File: src/rtl/sspg_pkg.sv
// ----------------------------------------------------------------------------
// sspg_pkg
// Shared types, constants and helpers for the sequenced servo pulse generator.
// ----------------------------------------------------------------------------
`default_nettype none

package sspg_pkg;

	localparam int WIDTH_W   = 16;  // pulse width, delay and frame length
	localparam int ADC_W     = 10;  // converter reading
	localparam int SEL_W     = 3;   // servo select field
	localparam int LINES_W   = 4;   // servo line field of a result
	localparam int PHASE_W   = 3;   // phase field of a result
	localparam int CFG_IDX_W = 2;   // configuration register index

	// Full-scale converter count is 2^ADC_SHIFT - 1.
	localparam int ADC_SHIFT = 10;
	localparam int ADC_FULL  = (1 << ADC_SHIFT) - 1;
	localparam int PROD_W    = ADC_W + WIDTH_W;

	localparam int SERVO_COUNT_DEF = 4;

	localparam logic [WIDTH_W-1:0] RST_MIN_WIDTH   = WIDTH_W'(2000);
	localparam logic [WIDTH_W-1:0] RST_MAX_WIDTH   = WIDTH_W'(4000);
	localparam logic [WIDTH_W-1:0] RST_FRAME_TICKS = WIDTH_W'(40000);
	localparam logic [WIDTH_W-1:0] RST_MID_WIDTH   = WIDTH_W'(3000);
	localparam logic [WIDTH_W-1:0] FIRST_DELAY     = WIDTH_W'(100);

	typedef enum logic [1:0] {
		FUNC_TICK = 2'd0,
		FUNC_SET  = 2'd1,
		FUNC_ADC  = 2'd2,
		FUNC_NONE = 2'd3
	} func_t;

	typedef enum logic [CFG_IDX_W-1:0] {
		CFG_MIN_WIDTH   = 2'd0,
		CFG_MAX_WIDTH   = 2'd1,
		CFG_FRAME_TICKS = 2'd2
	} cfg_reg_t;

	typedef struct packed {
		func_t              func;
		logic [SEL_W-1:0]   servo_sel;
		logic [WIDTH_W-1:0] width_value;
		logic [ADC_W-1:0]   adc_count;
	} item_t;

	typedef struct packed {
		logic [LINES_W-1:0] servo_lines;
		logic [PHASE_W-1:0] phase_now;
		logic               frame_begin;
	} result_t;

	// Raise to the minimum first, then lower to the maximum, so that a
	// minimum above the maximum yields the maximum.
	function automatic logic [WIDTH_W-1:0] clamp_width(
		input logic [WIDTH_W:0]   v,
		input logic [WIDTH_W-1:0] lo,
		input logic [WIDTH_W-1:0] hi
	);
		logic [WIDTH_W:0] r;
		r = (v < {1'b0, lo}) ? {1'b0, lo} : v;
		if (r > {1'b0, hi}) begin
			r = {1'b0, hi};
		end
		return r[WIDTH_W-1:0];
	endfunction

endpackage

`default_nettype wire

File: src/rtl/sspg_adc_scale.sv
// ----------------------------------------------------------------------------
// sspg_adc_scale
// Turns a registered count-times-span product into a clamped pulse width.
// ----------------------------------------------------------------------------
`default_nettype none

module sspg_adc_scale
	import sspg_pkg::*;
(
	input  wire logic [PROD_W-1:0]  product,
	input  wire logic [WIDTH_W-1:0] min_width,
	input  wire logic [WIDTH_W-1:0] max_width,
	output logic      [WIDTH_W-1:0] width
);

	localparam int Y_W = PROD_W + 1;
	localparam int Q_W = Y_W - ADC_SHIFT;

	logic [Y_W-1:0]     sum_y;
	logic [Q_W-1:0]     q_est;
	logic [Y_W-1:0]     q_times_full;
	logic [Y_W-1:0]     rem;
	logic [Q_W-1:0]     quot;
	logic [WIDTH_W:0]   raw;

	// Division by 2^k - 1 as a short geometric series of shifts. The estimate
	// never overshoots and falls short by at most one, which the remainder
	// check puts right.
	always_comb begin
		sum_y        = Y_W'(product) + Y_W'(product >> ADC_SHIFT)
		             + Y_W'(product >> (2 * ADC_SHIFT));
		q_est        = sum_y[Y_W-1:ADC_SHIFT];
		q_times_full = {q_est, {ADC_SHIFT{1'b0}}} - Y_W'(q_est);
		rem          = Y_W'(product) - q_times_full;
		quot         = (rem >= Y_W'(ADC_FULL)) ? q_est + Q_W'(1) : q_est;
		raw          = {1'b0, min_width} + quot[WIDTH_W:0];
		width        = clamp_width(raw, min_width, max_width);
	end

endmodule

`default_nettype wire

File: src/rtl/sequenced_servo_pulse_generator.sv
// ----------------------------------------------------------------------------
// sequenced_servo_pulse_generator
// Multiplexed servo pulse sequencer with per-servo width registers.
// ----------------------------------------------------------------------------
//
// Channel   Direction  Handshake                   Payload
// item      in         item_valid / item_stall     item_t   (func, select, width, count)
// result    out        result_valid / result_stall result_t (lines, phase, frame start)
// cfg       in         cfg_we                      cfg_index, cfg_data
//
// The sequencing logic sits between the input register and the result
// register, so a word taken into the input register reaches the result
// register when both stages advance; a new word may be taken every cycle. The
// direct width clamp and the converter multiply sit before the input register;
// the divide by full scale, its clamp and the width store sit after it.
// Reset loads the state with its defaults; the first phase starts on the 100th tick.
// A stalled result holds both stages, and item_stall rises only while the
// input stage is full and cannot move on.
//
`default_nettype none

module sequenced_servo_pulse_generator
	import sspg_pkg::*;
#(
	parameter int SERVO_COUNT = SERVO_COUNT_DEF
) (
	input  wire logic                 clk,
	input  wire logic                 arst_n,

	input  wire logic                 item_valid,
	output logic                      item_stall,
	input  wire item_t                item,

	output logic                      result_valid,
	input  wire logic                 result_stall,
	output result_t                   result,

	input  wire logic                 cfg_we,
	input  wire logic [CFG_IDX_W-1:0] cfg_index,
	input  wire logic [WIDTH_W-1:0]   cfg_data
);

	// Phase runs from 0 to SERVO_COUNT, the last being the frame gap.
	localparam int PH_W  = $clog2(SERVO_COUNT + 1);
	localparam int IDX_W = (SERVO_COUNT > 1) ? $clog2(SERVO_COUNT) : 1;
	localparam int POS_W = PH_W + 1;
	localparam int SUM_W = WIDTH_W + $clog2(SERVO_COUNT);

	// Configuration registers.
	logic [WIDTH_W-1:0] min_width_q;
	logic [WIDTH_W-1:0] max_width_q;
	logic [WIDTH_W-1:0] frame_ticks_q;

	// Input stage.
	logic               s1_valid_q;
	func_t              func_s1;
	logic [SEL_W-1:0]   sel_s1;
	logic [WIDTH_W-1:0] wclamp_s1;
	logic [PROD_W-1:0]  prod_s1;

	// Sequencer state. The width store is kept rotated so that the width of
	// the next servo phase always sits at position 0.
	logic [WIDTH_W-1:0]     delay_q;
	logic [PH_W-1:0]        next_phase_q;
	logic [SERVO_COUNT-1:0] lines_q;
	logic [WIDTH_W-1:0]     widths_q [SERVO_COUNT];
	logic [SUM_W-1:0]       sum_q;

	logic                   result_valid_q;
	result_t                result_q;

	logic                   accept_in;
	logic                   advance;
	logic [WIDTH_W-1:0]     span;
	logic [WIDTH_W-1:0]     adc_width;
	logic [WIDTH_W-1:0]     new_width;
	logic [WIDTH_W-1:0]     gap_len;
	logic                   sel_ok;
	logic [PH_W-1:0]        rot_off;
	logic [POS_W-1:0]       sel_pos;
	logic [POS_W-1:0]       wpos_full;
	logic [IDX_W-1:0]       wpos;
	logic [WIDTH_W-1:0]     old_width;

	logic [WIDTH_W-1:0]     delay_n;
	logic [PH_W-1:0]        next_n;
	logic [SERVO_COUNT-1:0] lines_n;
	logic                   begin_n;
	logic                   rotate;
	logic                   store;
	logic [PH_W-1:0]        phase_n;

	// ------------------------------------------------------------------
	// Handshakes. Both stages move together whenever the result register is
	// empty or being drained.
	// ------------------------------------------------------------------
	assign advance      = s1_valid_q && (!result_valid_q || !result_stall);
	assign item_stall   = s1_valid_q && !advance;
	assign accept_in    = item_valid && !item_stall;
	assign result_valid = result_valid_q;
	assign result       = result_q;

	// ------------------------------------------------------------------
	// Configuration writes. Indices past the last register are dropped.
	// ------------------------------------------------------------------
	always_ff @(posedge clk or negedge arst_n) begin
		if (!arst_n) begin
			min_width_q   <= RST_MIN_WIDTH;
			max_width_q   <= RST_MAX_WIDTH;
			frame_ticks_q <= RST_FRAME_TICKS;
		end else if (cfg_we) begin
			unique case (cfg_index)
				CFG_MIN_WIDTH:   min_width_q   <= cfg_data;
				CFG_MAX_WIDTH:   max_width_q   <= cfg_data;
				CFG_FRAME_TICKS: frame_ticks_q <= cfg_data;
				default: ;
			endcase
		end
	end

	// ------------------------------------------------------------------
	// Input stage: the direct width is clamped and the converter count is
	// multiplied by the span here, so the next stage need not multiply.
	// An inverted range counts as a zero span.
	// ------------------------------------------------------------------
	assign span = (max_width_q >= min_width_q) ? max_width_q - min_width_q : '0;

	always_ff @(posedge clk or negedge arst_n) begin
		if (!arst_n) begin
			s1_valid_q <= 1'b0;
		end else if (accept_in) begin
			s1_valid_q <= 1'b1;
		end else if (advance) begin
			s1_valid_q <= 1'b0;
		end
	end

	always_ff @(posedge clk) begin
		if (accept_in) begin
			func_s1   <= item.func;
			sel_s1    <= item.servo_sel;
			wclamp_s1 <= clamp_width({1'b0, item.width_value}, min_width_q, max_width_q);
			prod_s1   <= PROD_W'(item.adc_count) * PROD_W'(span);
		end
	end

	sspg_adc_scale u_adc_scale (
		.product   (prod_s1),
		.min_width (min_width_q),
		.max_width (max_width_q),
		.width     (adc_width)
	);

	// ------------------------------------------------------------------
	// Sequencing stage.
	// ------------------------------------------------------------------
	assign new_width = (func_s1 == FUNC_ADC) ? adc_width : wclamp_s1;

	// When the widths add up to the frame or more, the gap shrinks to a
	// single tick.
	assign gap_len = (sum_q >= SUM_W'(frame_ticks_q))
		? WIDTH_W'(1) : frame_ticks_q - sum_q[WIDTH_W-1:0];

	// Servo s lives at position (s - offset) mod SERVO_COUNT, where the offset
	// is the number of servo phases already entered in this frame.
	assign sel_ok    = {1'b0, sel_s1} < (SEL_W + 1)'(SERVO_COUNT);
	assign rot_off   = (next_phase_q == PH_W'(SERVO_COUNT)) ? '0 : next_phase_q;
	assign sel_pos   = POS_W'(sel_s1);
	assign wpos_full = (sel_pos >= POS_W'(rot_off))
		? sel_pos - POS_W'(rot_off)
		: sel_pos + POS_W'(SERVO_COUNT) - POS_W'(rot_off);
	assign wpos      = wpos_full[IDX_W-1:0];
	assign old_width = widths_q[wpos];

	always_comb begin
		delay_n = delay_q;
		next_n  = next_phase_q;
		lines_n = lines_q;
		begin_n = 1'b0;
		rotate  = 1'b0;
		store   = 1'b0;
		unique case (func_s1)
			FUNC_TICK: begin
				if (delay_q > WIDTH_W'(1)) begin
					delay_n = delay_q - WIDTH_W'(1);
				end else if (next_phase_q < PH_W'(SERVO_COUNT)) begin
					// A stored width of zero reloads zero, which ends the
					// phase on the next tick just as a width of one would.
					lines_n = SERVO_COUNT'(1) << next_phase_q;
					delay_n = widths_q[0];
					next_n  = next_phase_q + PH_W'(1);
					begin_n = (next_phase_q == '0);
					rotate  = 1'b1;
				end else begin
					lines_n = '0;
					delay_n = gap_len;
					next_n  = '0;
				end
			end
			FUNC_SET,
			FUNC_ADC: begin
				store = sel_ok;
			end
			FUNC_NONE: ;
		endcase
	end

	// The phase being timed is the one before the next phase, with the gap
	// reported before the first phase after reset.
	assign phase_n = (next_n == '0) ? PH_W'(SERVO_COUNT) : next_n - PH_W'(1);

	always_ff @(posedge clk or negedge arst_n) begin
		if (!arst_n) begin
			delay_q      <= FIRST_DELAY;
			next_phase_q <= '0;
			lines_q      <= '0;
			sum_q        <= SUM_W'(SERVO_COUNT * RST_MID_WIDTH);
			for (int j = 0; j < SERVO_COUNT; j++) begin
				widths_q[j] <= RST_MID_WIDTH;
			end
		end else if (advance) begin
			delay_q      <= delay_n;
			next_phase_q <= next_n;
			lines_q      <= lines_n;
			if (rotate) begin
				for (int j = 0; j < SERVO_COUNT; j++) begin
					widths_q[j] <= widths_q[(j + 1) % SERVO_COUNT];
				end
			end else if (store) begin
				widths_q[wpos] <= new_width;
				sum_q          <= sum_q - SUM_W'(old_width) + SUM_W'(new_width);
			end
		end
	end

	// ------------------------------------------------------------------
	// Result register.
	// ------------------------------------------------------------------
	always_ff @(posedge clk or negedge arst_n) begin
		if (!arst_n) begin
			result_valid_q <= 1'b0;
		end else if (advance) begin
			result_valid_q <= 1'b1;
		end else if (!result_stall) begin
			result_valid_q <= 1'b0;
		end
	end

	always_ff @(posedge clk) begin
		if (advance) begin
			result_q.servo_lines <= LINES_W'(lines_n);
			result_q.phase_now   <= PHASE_W'(phase_n);
			result_q.frame_begin <= begin_n;
		end
	end

`ifndef ASSERT_OFF
	a_phase_range: assert property (@(posedge clk) disable iff (!arst_n)
		next_phase_q <= PH_W'(SERVO_COUNT))
		else $error("next phase beyond the frame gap");

	a_one_line: assert property (@(posedge clk) disable iff (!arst_n)
		$onehot0(lines_q))
		else $error("more than one servo line high");

	a_line_phase: assert property (@(posedge clk) disable iff (!arst_n)
		(lines_q != '0) |-> (next_phase_q != '0))
		else $error("servo line high while next phase is the first");

	a_frame_start: assert property (@(posedge clk) disable iff (!arst_n)
		(result_valid_q && result_q.frame_begin)
		|-> (result_q.servo_lines[0] && result_q.phase_now == '0))
		else $error("frame start without servo 0 pulse");

	a_hold_state: assert property (@(posedge clk) disable iff (!arst_n)
		(s1_valid_q && result_valid_q && result_stall)
		|=> ($stable(delay_q) && $stable(next_phase_q) && $stable(lines_q)))
		else $error("sequencer moved while the result was stalled");
`endif

endmodule

`default_nettype wire

File: config.mk
export PLATFORM = sky130hd
export DESIGN_NAME = sequenced_servo_pulse_generator
export DESIGN_NICKNAME = d
export VERILOG_FILES = /design/src/rtl/sspg_pkg.sv /design/src/rtl/sspg_adc_scale.sv /design/src/rtl/sequenced_servo_pulse_generator.sv
export SDC_FILE = /design/constraint.sdc
export NUM_CORES = 1
export LEC_CHECK = 0
export ABC_AREA = 1
export CELL_PAD_IN_SITES_DETAIL_PLACEMENT = 1
export CELL_PAD_IN_SITES_GLOBAL_PLACEMENT = 2
export CORE_UTILIZATION = 35
export CTS_BUF_LIST = sky130_fd_sc_hd__clkbuf_4 sky130_fd_sc_hd__clkbuf_8 sky130_fd_sc_hd__clkbuf_16
export DETAILED_ROUTE_END_ITERATION = 10
export DONT_BUFFER_PORTS = 1
export PLACE_DENSITY = 0.74
export REMOVE_ABC_BUFFERS = 1
export SLEW_MARGIN = 20
export SYNTH_ARGS = -nofsm -noshare
export SYNTH_HDL_FRONTEND = slang
export SYNTH_SLANG_ARGS = --single-unit
File: constraint.sdc
create_clock -name clk -period 13.6 [get_ports clk]
set_clock_uncertainty 0.1 [all_clocks]
set_input_delay 2.04 -clock clk [delete_from_list [all_inputs] [get_ports clk]]
set_output_delay 2.04 -clock clk [all_outputs]
set_load 0.05 [all_outputs]
* Word-level counts from Yosys, hierarchy flattened *
Cells that the tools add are included.

word-level totals
  bits in registers = 210
  latch bits = 0
  memory bits (writable) = 0
  bits in read-only memories = 0
  output and inout bits = 10
  memories = 0

operators by class
  add/subtract/negate cells = 16
  $mul = 1
  divide/modulo/power cells = 0
  magnitude comparators = 13
  eq/ne operators = 6
  shifts and indexed selects = 1
  mux-type cells = 34
  bitwise operators = 4
  reduce and logical (&&, ||, !) cells = 23

operator list
  operator                                                                                count
  16-bit 2-to-1 mux                                                                       11
  64-bit 2-to-1 mux                                                                       2
  64-bit bitwise mux                                                                      1
  17-bit 2-to-1 mux                                                                       2
  16-bit binary-select mux with 2-bit select                                              1
  16-bit demux with 2-bit select                                                          1
  16-bit subtractor                                                                       2
  26-bit by 16-bit adder with 27-bit output                                               1
  27-bit by 6-bit adder with 27-bit output                                                1
  27-bit by 10-bit greater-or-equal comparator with 1-bit output (second input constant)  1
  26-bit by 27-bit subtractor with 27-bit output                                          1
  27-bit by 17-bit subtractor with 27-bit output                                          1
  10-bit by 16-bit multiplier with 26-bit output                                          1
  18-bit by 16-bit adder with 18-bit output                                               1
  18-bit by 16-bit greater-or-equal comparator with 1-bit output                          1
  18-bit by 16-bit subtractor with 18-bit output                                          1
  16-bit by 17-bit adder with 17-bit output                                               1
  17-bit by 1-bit adder with 17-bit output (second input constant)                        1
  17-bit by 16-bit > comparator with 1-bit output                                         1
  17-bit by 16-bit less-than comparator with 1-bit output                                 1
  16-bit greater-or-equal comparator                                                      1
  16-bit by 1-bit > comparator with 1-bit output (second input constant)                  1
  16-bit > comparator                                                                     1
  16-bit less-than comparator                                                             1
  30 further kinds                                                                        61

* Logic depth before layout (Yosys ltp) *
Gate-level depths: netlist (run 1).

  word-level depth = 15
  mapped depth = 95
  depth with buffers taken out = 94

* Cells and area by module *
A second synthesis (run 1) with hierarchy kept.

second synthesis, totals
  cell total of the unflattened synthesis = 3,661
  area, all modules = 26,346.5 µm²

modules (own cells, without submodules)
  module                           instances  cells each  area each (µm²)  sequential area each (µm²)
  sequenced_servo_pulse_generator  1          2,481       19,718.9         5,599.1
  sspg_adc_scale                   1          1,180       6,627.6          0.0

* Worst setup path before layout (run 1) *
OpenSTA, ideal clock, no wires.

  path kind = register to register
  from = register prod_s1[23]
  to = register sum_q[16]
  library setup time = 0.133 ns
  data arrival time = 12.258 ns
  data required time = 13.367 ns
  path slack = 1.108 ns
  stages on the path, launching flop included = 77
  buffers on the path = 1
  cells stage by stage = edfxtp_1 -> inv_1 -> fa_1 -> inv_1 -> ha_1 -> nand2_1 -> nand2_1 -> nor2_1 -> nand2_1 -> nand3_1 -> nand2_1 -> nand2_1 -> nand2_1 -> a21oi_1 -> nor2_1 -> nand3_1 -> inv_1 -> ha_1 -> (+41 left out) -> inv_1 -> fa_1 -> inv_1 -> ha_1 -> nand2_1 -> nor2_1 -> a211oi_1 -> o21ai_0 -> nand2_1 -> nand2_1 -> a21oi_1 -> o21ai_0 -> a21boi_0 -> o21ai_0 -> a21oi_1 -> nor2_1 -> o21ai_0 -> a31oi_1

between the ends
  longest elaborated chain between the ends = 13
  elaborated cells between the ends (all ways) = 14
  those cells by class = 7 x add/sub; 3 x order compare; 4 x mux

RTL lines
  element                                                         RTL line                                RTL
  start, declared                                                 sequenced_servo_pulse_generator.sv:59   logic [PROD_W-1:0] prod_s1;
  start signal, assigned                                          sequenced_servo_pulse_generator.sv:143  prod_s1 <= PROD_W'(item.adc_count) * PROD_W'(span);
  26-bit by 16-bit adder with 27-bit output                       sspg_adc_scale.sv:30                    sum_y = Y_W'(product) + Y_W'(product >> ADC_SHIFT)
  27-bit by 6-bit adder with 27-bit output                        sspg_adc_scale.sv:31                    + Y_W'(product >> (2 * ADC_SHIFT));
  27-bit by 17-bit subtractor with 27-bit output                  sspg_adc_scale.sv:33                    q_times_full = {q_est, {ADC_SHIFT{1'b0}}} - Y_W'(q_est);
  26-bit by 27-bit subtractor with 27-bit output                  sspg_adc_scale.sv:34                    rem = Y_W'(product) - q_times_full;
  27-bit by 10-bit greater-or-equal comparator with 1-bit output  sspg_adc_scale.sv:35                    quot = (rem >= Y_W'(ADC_FULL)) ? q_est + Q_W'(1) : q_est;
  17-bit 2-to-1 mux (*)                                           sspg_adc_scale.sv:35
  16-bit by 17-bit adder with 17-bit output (*)                   sspg_adc_scale.sv:36                    raw = {1'b0, min_width} + quot[WIDTH_W:0];
  17-bit by 16-bit less-than comparator with 1-bit output         sspg_pkg.sv:63                          r = (v < {1'b0, lo}) ? {1'b0, lo} : v;
  17-bit 2-to-1 mux (*)                                           sspg_pkg.sv:63
  17-bit by 16-bit > comparator with 1-bit output                 sspg_pkg.sv:64                          if (r > {1'b0, hi}) begin
  16-bit 2-to-1 mux (*)                                           sspg_pkg.sv:64
  16-bit 2-to-1 mux (*)                                           sequenced_servo_pulse_generator.sv:157  assign new_width = (func_s1 == FUNC_ADC) ? adc_width : wclamp_s1;
  18-bit by 16-bit adder with 18-bit output (*)                   sequenced_servo_pulse_generator.sv:231  sum_q <= sum_q - SUM_W'(old_width) + SUM_W'(new_width);
  end signal, assigned                                            sequenced_servo_pulse_generator.sv:217  sum_q <= SUM_W'(SERVO_COUNT * RST_MID_WIDTH);
  end signal, assigned                                            sequenced_servo_pulse_generator.sv:231
  end, declared                                                   sequenced_servo_pulse_generator.sv:67   logic [SUM_W-1:0] sum_q;

Mark *: on every way between the ends. The rest lies on a longest branch, timed or not.
A chain may end at the register's enable or synchronous reset.

* Worst setup path after layout (run 1) *
  from = register prod_s1[22]
  to = register sum_q[17]

Same word-level chain as after synthesis.

==> results.md, run 1 <==
* Synth Area in Compound Gates at roughly 14%
* Commonest cells in the netlist: nand2_1, inv_1, a21oi_1
* Largest family of logic cells by synthesized area: adder cells
* Iter 0 DRT Violations at 1241
* CP endpoint kind: flip-flop
* Ports at 64
* Pre-CTS setup slack at -0.556 ns
* Worst setup margin at 0.558 ns
* Reg2reg path depth at 79
* Post-synthesis cell type count at between 50 and 60
* Hold crit path type: flip-flop to flip-flop
* WL final at 93400 microns
* Initial Utilization at between 30 and 40%
* Adder-Cell Fraction of Synth Area at 26.3%
* DIE AREA at ~71000 sq um
* Synth Register Bits at between 200 and 250
* Antenna violations before repair at 0
* Reg clk slew, reported paths at 0.06 ns
* Drt first pass iters at 5
* Non-Filler Instances at 4420
* Final Max Slew Viols at 0
* FP Rows at 96
* Critical-path maximum fanout at 8
* Final min period at between 10 and 15 ns
* Most used cell, CP: nand2_1
* DP HPWL at 75000 microns
* Most frequent cell after synthesis: nand2_1
* Post-DRT Antenna Nets at 0
* Crit path kind: flip-flop to flip-flop
* Met1 Resource Use GR at 37.3%
* Final GP Congestion at around 0.91
* Register area at roughly 5600 sq um
* Mux cell area share after synthesis at 0%
* # hold bufs at CTS at 0
* Fmax at about 0.077 GHz
* Critical Path RT at about 14 ns
* Global-route wire length before repair at 143000 microns
* GR Util met2 at about two fifths
* Worst EP arrival at ~13 ns
* CTS Buffer Depth at 3
* CTS root buffer: clkbuf_16
* Synth Warn # at 0
* Mapped Cells at roughly 3300
* Clock sink count at between 200 and 250
* Overflow after GRT at 0
* Synth Cell Area at around 24000 sq um
* Status: completed
* Main area contributors after synthesis: ha_1, fa_1, nand2_1
* Area leader, netlist: ha_1
* Sequential area share after synthesis at a little under a quarter
* Final period util at 95.9%
* Clock Latency Late Sink at 0.58 ns
* Simple-gate area share of the yosys netlist at 23.6%
* P&R area growth vs syn at 16.5%
* CTS Buf Count at 27
* Slowest-stage cell, CP: edfxtp_1
* Remaining DRCs at 0
* Crit start category: flip-flop
* Final core occ at 41.3%
* Via/cell ratio at 5.26
* Fillers at 8618
* Vias at ~23000
* Placed Cells at around 4300
* Share of cells above drive strength 1 at between 10% and 20%
* Mean post-synth cell area at roughly 7.3 sq um
* Post-synth top area share at between 10% and 20%
* Relative slew slack at between 20% and 30%
* Post-synth EDFFs at 55
* Total negative slack at 0 ns
* Multi-input logic area at approximately 17000 sq um
* Met3 Use GR at 3.40%
* # Max-Cap Violations at 0
* Worst-margin pin slew at between 1 and 1.5 ns
* NumNets Final at 3950
* H-tree Lvls at 1
* Vias in the first global route at 24520
* Final setup viols at 0
* Core Area at around 69000 sq um
* FFs w/ async S/R, synth at 73.8%
* Die X at approximately 270 microns
* Post-synthesis xor/xnor area fraction at roughly 3.6%
* GR peak layer: met2
* Final hold violations at 0
* WL per Instance at roughly 21 microns
* WHS Path Cells at 2
* Main synth FF type: dfrtp_1
* Die Height at 266 microns
* Port Buf Inserts at 0
* CP peak stage delay at 0.46 ns
* CTS tree: yes
* Global-route usage over all layers at a little over a quarter
* Largest net degree at the start of global routing at 156
[kinds of logic (layout without fill, tap and decap cells)]
group | count (synthesis) | count (layout)
buffers and inverters | 642 | 794
other | 0 | 1
adders and majority gates | 429 | 429
xor gates and xnor gates | 100 | 100
and+or+nand+nor | 1349 | 1349
AOI/OAI and AO/OA | 606 | 606
DFF | 210 | 210
[cell type report]
class	instances	share of cell area [%]
Tap cell	931	4.09
Antenna cell	1	0.00878
Clock inverter	12	0.549
Multi-Input combinational cell	2484	60.6
Inverter	575	7.59
Clock buffer	38	3.00
Timing Repair Buffer	169	4.58
Sequential cell	210	19.6
[registers in the layout, summed over array words and instances, names as in the netlist]
name,count
delay_q,16
frame_ticks_q,16
func_s1,2
lines_q,4
max_width_q,16
min_width_q,16
next_phase_q,3
prod_s1,26
result,8
result_valid,1
s1_valid_q,1
sel_s1,3
sum_q,18
wclamp_s1,16
widths_q,64
[layer usage]
metal	vias to the layer above	wire length, microns
met3	129	4390
met5	-	0
met2	518	41300
met1	11537	45100
met4	0	2650
li1	11064	-
[stage by stage]
| step | hold slack [ns] | area [sq um] |
|---|---|---|
| after floorplan | 0.334 | 24200 |
| after global placement | 0.346 | 26400 |
| after detailed placement | 0.368 | 26400 |
| after CTS | 0.381 | 27500 |
| after global routing | 0.401 | 28500 |
| final | 0.374 | 28500 |
[critical path, delay by kind of cell, from the launching register on]
family | cells | cell delay (ns)
flops | 1 | 0.46
compound gates | 18 | 2.88
xor+xnor | 4 | 0.71
fa+ha+maj | 10 | 3.15
buf+inv | 14 | 1.87
simple gates | 33 | 3.69
[what timing repair did]
action | CTS | global route
setup endpoints to repair | 7 | 15
setup buffers | 4 | 24
gates resized for setup | 22 | 188
pin swaps | 3 | 54
[final timing paths]
| check | endpoint | startpoint | slack, ns |
|---|---|---|---|
| max reg2reg | sum_q[17] | prod_s1[22] | 0.56 |
| min reg2reg | result_valid | s1_valid_q | 0.37 |
| min | result_valid | s1_valid_q | 0.37 |
| max | sum_q[17] | prod_s1[22] | 0.56 |
| min in group asynchronous | next_phase_q[2] | arst_n | 1.05 |
| max in group asynchronous | widths_q[8] | arst_n | 12.02 |
[placed cells by master, fill, tap and decap left out, types with 30 or more instances in the layout]
master     Yosys  routed
xnor2_1       38      35
clkbuf_16      0      30
xor2_1        62      59
ha_1         288     261
nand2_2       14      35
dfrtp_1      100     100
edfxtp_1      55      55
o21ai_0      173     161
buf_4          1     164
inv_1        572     558
dfstp_2       55      55
nand4_1       52      52
a21oi_1      311     288
nand3_1      155     153
nor2_1       275     259
nand2_1      734     706
fa_1         141     140
Power of run 1 is not shown: default switching activity piles up to over one toggle a cycle in this logic, so the estimate is an artifact.
==> run 2, diff against run 1 <==
--- a/config.mk
+++ b/config.mk
@@ -9,7 +9,6 @@
 export CELL_PAD_IN_SITES_DETAIL_PLACEMENT = 1
 export CELL_PAD_IN_SITES_GLOBAL_PLACEMENT = 2
 export CORE_UTILIZATION = 35
-export CTS_BUF_LIST = sky130_fd_sc_hd__clkbuf_4 sky130_fd_sc_hd__clkbuf_8 sky130_fd_sc_hd__clkbuf_16
 export DETAILED_ROUTE_END_ITERATION = 10
 export DONT_BUFFER_PORTS = 1
 export PLACE_DENSITY = 0.74
==> run 2 against run 1 <==
Net effect: critical path depth grew 1; sequential share of layout area about the same; first-iteration DRC count shrank 2.3%.
==> results.md, run 2 (synthesis gave the netlist of run 1 again) <==
* Worst setup margin at 0.546 ns (-0.0122 ns)
* H-tree Lvls at 1 (unchanged)
* Clock sink count at 210 (unchanged)
* Die X at 266 microns (unchanged)
* Hold_sp: s1_valid_q
* Met1 WL at 44900 microns (-0.38%)
* Post-DRT Antenna Nets at 0 (unchanged)
* FP Rows at 96 (unchanged)
* # hold bufs at CTS at 0 (unchanged)
* Share of cells above drive strength 1 at 14.1% (-0.029 points)
* Most frequent cells in the layout: nand2_1, inv_1, a21oi_1, ha_1, nor2_1
* Final GP Congestion at 0.908 (unchanged)
* Largest net degree at the start of global routing at 156 (unchanged)
* Final setup viols at 0 (unchanged)
* Reg clk slew, reported paths at 0.06 ns (about the same)
* WL final at 93400 microns (about the same)
* CTS Buffer Depth at 3 (unchanged)
* Fmax at 0.0766 GHz (about the same)
* CTS root buffer: clkbuf_16
* Worst EP arrival at 13.39 ns (about the same)
* Most used cell, CP: nand2_1
* CTS Buf Count at 27 (unchanged)
* Met2 routed WL at 41200 microns (-0.16%)
* WL met3 at 4640 microns (+5.6%)
* Most common cell after layout, fill and taps aside: nand2_1
* Global-route usage over all layers at 26.2% (about the same)
* WL per Instance at 21.1 microns (about the same)
* Worst path top cell family by delay: simple AND/OR/NAND/NOR gates
* CTS tree: yes
* Reg2reg path depth at 80 (+1.3%)
* Fillers at 8616 (-0.023%)
* R2R setup slack at 0.55 ns (about the same)
* Max Used Layer: met4
* Antenna violations before repair at 0 (unchanged)
* Hold path endpoint: result_valid
* # Max-Cap Violations at 0 (unchanged)
* Max FFs per register at 64 (unchanged)
* P&R area growth vs syn at 16.5% (about the same)
* Vias in the first global route at 24520 (unchanged)
* Drt first pass iters at 6 (+1)
* Critical Path RT at 13.93 ns (about the same)
* Reg with most FFs: widths_q
* Overflow after GRT at 0 (unchanged)
* WHS Path Cells at 2 (unchanged)
* Crit path kind: flip-flop to flip-flop
* DP HPWL at 75000 microns (unchanged)
* Critical-path maximum fanout at 8 (unchanged)
* CP peak stage delay at 0.46 ns (about the same)
* Relative slew slack at 24.7% (about the same)
* DIE AREA at 71000 sq um (unchanged)
* Final hold violations at 0 (unchanged)
* Via/cell ratio at 5.26 (about the same)
* Initial Utilization at 35.5% (unchanged)
* Clock Latency Late Sink at 0.58 ns (about the same)
* Crit path buf inv count at 13 (-1)
* Status: completed
* Slowest-stage cell, CP: edfxtp_1
* R2R Path Start: prod_s1[22]
* Worst r2r dst: sum_q[17]
* NumNets Final at 3950 (unchanged)
* Iter 0 DRT Violations at 1213 (-2.3%)
* CP endpoint kind: flip-flop
* Final Max Slew Viols at 0 (unchanged)
* Remaining DRCs at 0 (unchanged)
* Crit start category: flip-flop
* Die Height at 266 microns (unchanged)
* Port Buf Inserts at 0 (unchanged)
* Global-route wire length before repair at 143000 microns (about the same)
* Final core occ at 41.4% (about the same)
* Core Area at 68900 sq um (unchanged)
* Hold crit path type: flip-flop to flip-flop
* Worst-margin pin slew at 1.13 ns (+0.000153 ns)
* Final min period at 13.05 ns (+0.0122 ns)
* Final period util at 96.0% (about the same)
* Vias at 23276 (+0.12%)
* Regs by FF count: widths_q x64, prod_s1 x26, sum_q x18
* Ports at 64 (unchanged)
* Pre-CTS setup slack at -0.556 ns (unchanged)
==> run 2: per-stage QoR <==
step           std cells  instance area (sq um)  setup TNS, ns  hold WS [ns]
2_1_floorplan       3269                  24200              0         0.334
3_3_place_gp        4341                  26400              0         0.346
3_5_place_dp        4341                  26400          -2.10         0.368
4_1_cts             4395                  27500              0         0.381
5_1_grt             4419                  28500         -0.266         0.401
6_report            4423                  28500              0         0.373
==> run 2: timing repair <==
action / in CTS / in global routing
buffers inserted: 4 / 24
resized for setup: 22 / 188
endpoints found under the setup margin: 7 / 15
pin swaps: 3 / 54
gates cloned: 0 / 0
==> run 2: how the worst max path moves through the flow <==
stage	from	cells past startpoint	slack, ns	end
2_1_floorplan	prod_s1[23]	80	0.87	sum_q[16]
3_3_place_gp	prod_s1[23]	85	0.0008	sum_q[17]
3_5_place_dp	prod_s1[23]	90	-0.56	sum_q[16]
4_1_cts	prod_s1[14]	89	0.002	sum_q[17]
5_1_grt	prod_s1[23]	81	-0.21	sum_q[17]
6_report	prod_s1[22]	80	0.55	sum_q[17]
==> run 2: final cells by class <==
type	instances	area, sq um	share of cell area (%)
antenna	4	10.0	0.0351
clock buffer	38	851	2.98
clock inverter	12	156	0.549
inverter	575	2160	7.59
multi-input combinational	2484	17300	60.5
sequential	210	5600	19.6
tap	931	1160	4.09
timing repair buffer	169	1310	4.58
==> run 2: worst reg2reg max path, delay by kind of cell, from the launching register on <==
family          cells  cell delay [ns]
buf+inv            13             1.67
simple gates       34             3.77
fa+ha+maj          10             3.23
flops               1             0.46
xor+xnor            4             0.71
compound gates     19             2.99
==> run 2: routing by layer <==
layer  vias to the layer above  GRT usage [%]
met4                         0           7.50
met3                       130           3.40
met2                       535           41.4
met1                     11540           37.3
met5                         -              0
li1                      11071              -
Power of run 2 is left out for the same reason.
==> run 3, diff against run 2 <==
--- a/config.mk
+++ b/config.mk
@@ -11,7 +11,7 @@
 export CORE_UTILIZATION = 35
 export DETAILED_ROUTE_END_ITERATION = 10
 export DONT_BUFFER_PORTS = 1
-export PLACE_DENSITY = 0.74
+export PLACE_DENSITY_LB_ADDON = 0.1
 export REMOVE_ABC_BUFFERS = 1
 export SLEW_MARGIN = 20
 export SYNTH_ARGS = -nofsm -noshare
==> run 3 against run 2 <==
Net effect: via count rose by 1.9%; first-iteration DRC count rose by 4.5%; flip-flop and latch count did not move; largest cell class unchanged.
==> results.md, run 3 (synthesis gave the netlist of run 1 again) <==
* WL final at 97400 microns (+4.3%)
* CTS tree: yes
* NumNets Final at 4080 (+3.3%)
* Total negative slack at 0 ns (unchanged)
* Status: completed
* Global-route usage over all layers at 27.2% (+0.99 points)
* Remaining DRCs at 0 (unchanged)
* Most common cell after layout, fill and taps aside: nand2_1
* R2R setup slack at 0.59 ns (+0.04 ns)
* CTS Buffer Depth at 3 (unchanged)
* Worst-margin pin slew at 1.02 ns (-0.111 ns)
* Vias at 23714 (+1.9%)
* Hold crit path type: flip-flop to flip-flop
* Crit. Startpoint: prod_s1[24]
* CP endpoint kind: flip-flop
* Final setup viols at 0 (unchanged)
* Port Buf Inserts at 0 (unchanged)
* # Max-Cap Violations at 0 (unchanged)
* Fillers at 8575 (-0.48%)
* Final hold violations at 0 (unchanged)
* Critical-path maximum fanout at 7 (-1)
* CTS Buf Count at 27 (unchanged)
* Crit start category: flip-flop
* Final min period at 13.01 ns (-0.0406 ns)
* Slowest-stage cell, CP: fa_1
* DIE AREA at 71000 sq um (unchanged)
* Core Area at 68900 sq um (unchanged)
* WHS at 0.366 ns (-0.00763 ns)
* Antenna violations before repair at 4 (+4)
* Die Height at 266 microns (unchanged)
* Reg with most FFs: widths_q
* Post-DRT Antenna Nets at 0 (unchanged)
* WL per Instance at 21.4 microns (+1.3%)
* Overflow after GRT at 0 (unchanged)
* Relative slew slack at 32.1% (+7.4 points)
* R2R Path Start: prod_s1[24]
* Final Max Slew Viols at 0 (unchanged)
* Reg clk slew, reported paths at 0.06 ns (about the same)
* Regs by FF count: widths_q x64, prod_s1 x26, sum_q x18
* Clock sink count at 210 (unchanged)
* Final period util at 95.7% (-0.30 points)
* H-tree Lvls at 1 (unchanged)
* Iter 0 DRT Violations at 1268 (+4.5%)
* CTS root buffer: clkbuf_16
* # hold bufs at CTS at 0 (unchanged)
* Clock Latency Late Sink at 0.58 ns (about the same)
* Via/cell ratio at 5.21 (-0.96%)
* Most used cell, CP: nand2_1
* Largest net degree at the start of global routing at 156 (unchanged)
* Ports at 64 (unchanged)
* Setup crit end: sum_q[17]
* Most frequent cells in the layout: nand2_1, inv_1, buf_4, a21oi_1, nor2_1
* Max FFs per register at 64 (unchanged)
* Worst r2r dst: sum_q[17]
* Reg2reg path depth at 88 (+10%)
* Vias in the first global route at 24863 (+1.4%)
* Global-route wire length before repair at 148000 microns (+2.9%)
* Crit path kind: flip-flop to flip-flop
* Die X at 266 microns (unchanged)
* Fmax at 0.0768 GHz (+0.31%)
* DP HPWL at 78200 microns (+4.2%)
* Worst EP arrival at 13.34 ns (-0.05 ns)
* Initial Utilization at 35.5% (unchanged)
* CP peak stage delay at 0.51 ns (+0.05 ns)
* FP Rows at 96 (unchanged)
* Critical Path RT at 13.93 ns (about the same)
* P&R area growth vs syn at 21.5%
* Final GP Congestion at 0.944 (+4.0%)
* Share of cells above drive strength 1 at 18.5% (+4.4 points)
* Drt first pass iters at 5 (-1)
run 3: cell count changes in the layout (fill, tap and decap cells not counted), moves of 6 or more:
cell and delta:
inv_1 -6, nand3_2 +8, nand2_1 -14, nand2_2 +14, nand3_1 -8, a21oi_2 +7, a21oi_1 -9, buf_4 +128
run 3: final cells by class:
cell class	instances	area, sq um	area share [%]
Antenna cell	1	2.50	0.00842
Clock buffer	41	862	2.90
Clock inverter	9	133	0.446
Inverter	575	2170	7.28
Multi-Input combinational cell	2485	17500	59.0
Sequential cell	210	5600	18.8
Tap cell	931	1160	3.92
Timing Repair Buffer	298	2270	7.63
run 3: how the worst min path moves through the flow:
| stage | from | endpoint | cells past startpoint |
|---|---|---|---|
| floorplan | s1_valid_q | result_valid | 2 |
| global placement | s1_valid_q | result_valid | 2 |
| detailed placement | s1_valid_q | result_valid | 2 |
| CTS | s1_valid_q | result_valid | 2 |
| global route | s1_valid_q | result_valid | 2 |
| finish | s1_valid_q | result_valid | 2 |
run 3: per-stage QoR:
step	setup slack [ns]	utilization [%]	instances	instance area [sq um]
finish	0.587	43.1	4550	29700
global placement	-0.395	39.6	4456	27300
detailed placement	-0.517	39.6	4456	27300
floorplan	0.871	-	3269	24200
CTS	0.00406	41.3	4515	28500
global route	-0.217	43.1	4549	29700
run 3: repair_timing:
item	in CTS	in global routing
pin swaps	8	95
endpoints found under the setup margin	7	16
hold endpoints to repair	0	0
gates resized for setup	25	235
gates cloned	0	2
buffers inserted	9	32
run 3: worst max-delay path: cells and delay by family, from the launching register on:
family                     cells  cell delay (ns)
and+or+nand+nor               38             3.95
DFF                            1             0.42
xor gates and xnor gates       3             0.46
adders and majority gates     10             3.50
buffers and inverters         19             1.95
AOI/OAI and AO/OA             18             2.47
run 3: routing by layer:
layer	vias to the layer above	global-route usage [%]	part of all wire, %
met1	11778	38.7	48
met2	499	43.6	45
met3	105	3.44	4.6
met4	2	6.37	2.1
met5	-	0	0.0072
li1	11330	-	-
Power of run 3 is left out for the same reason.
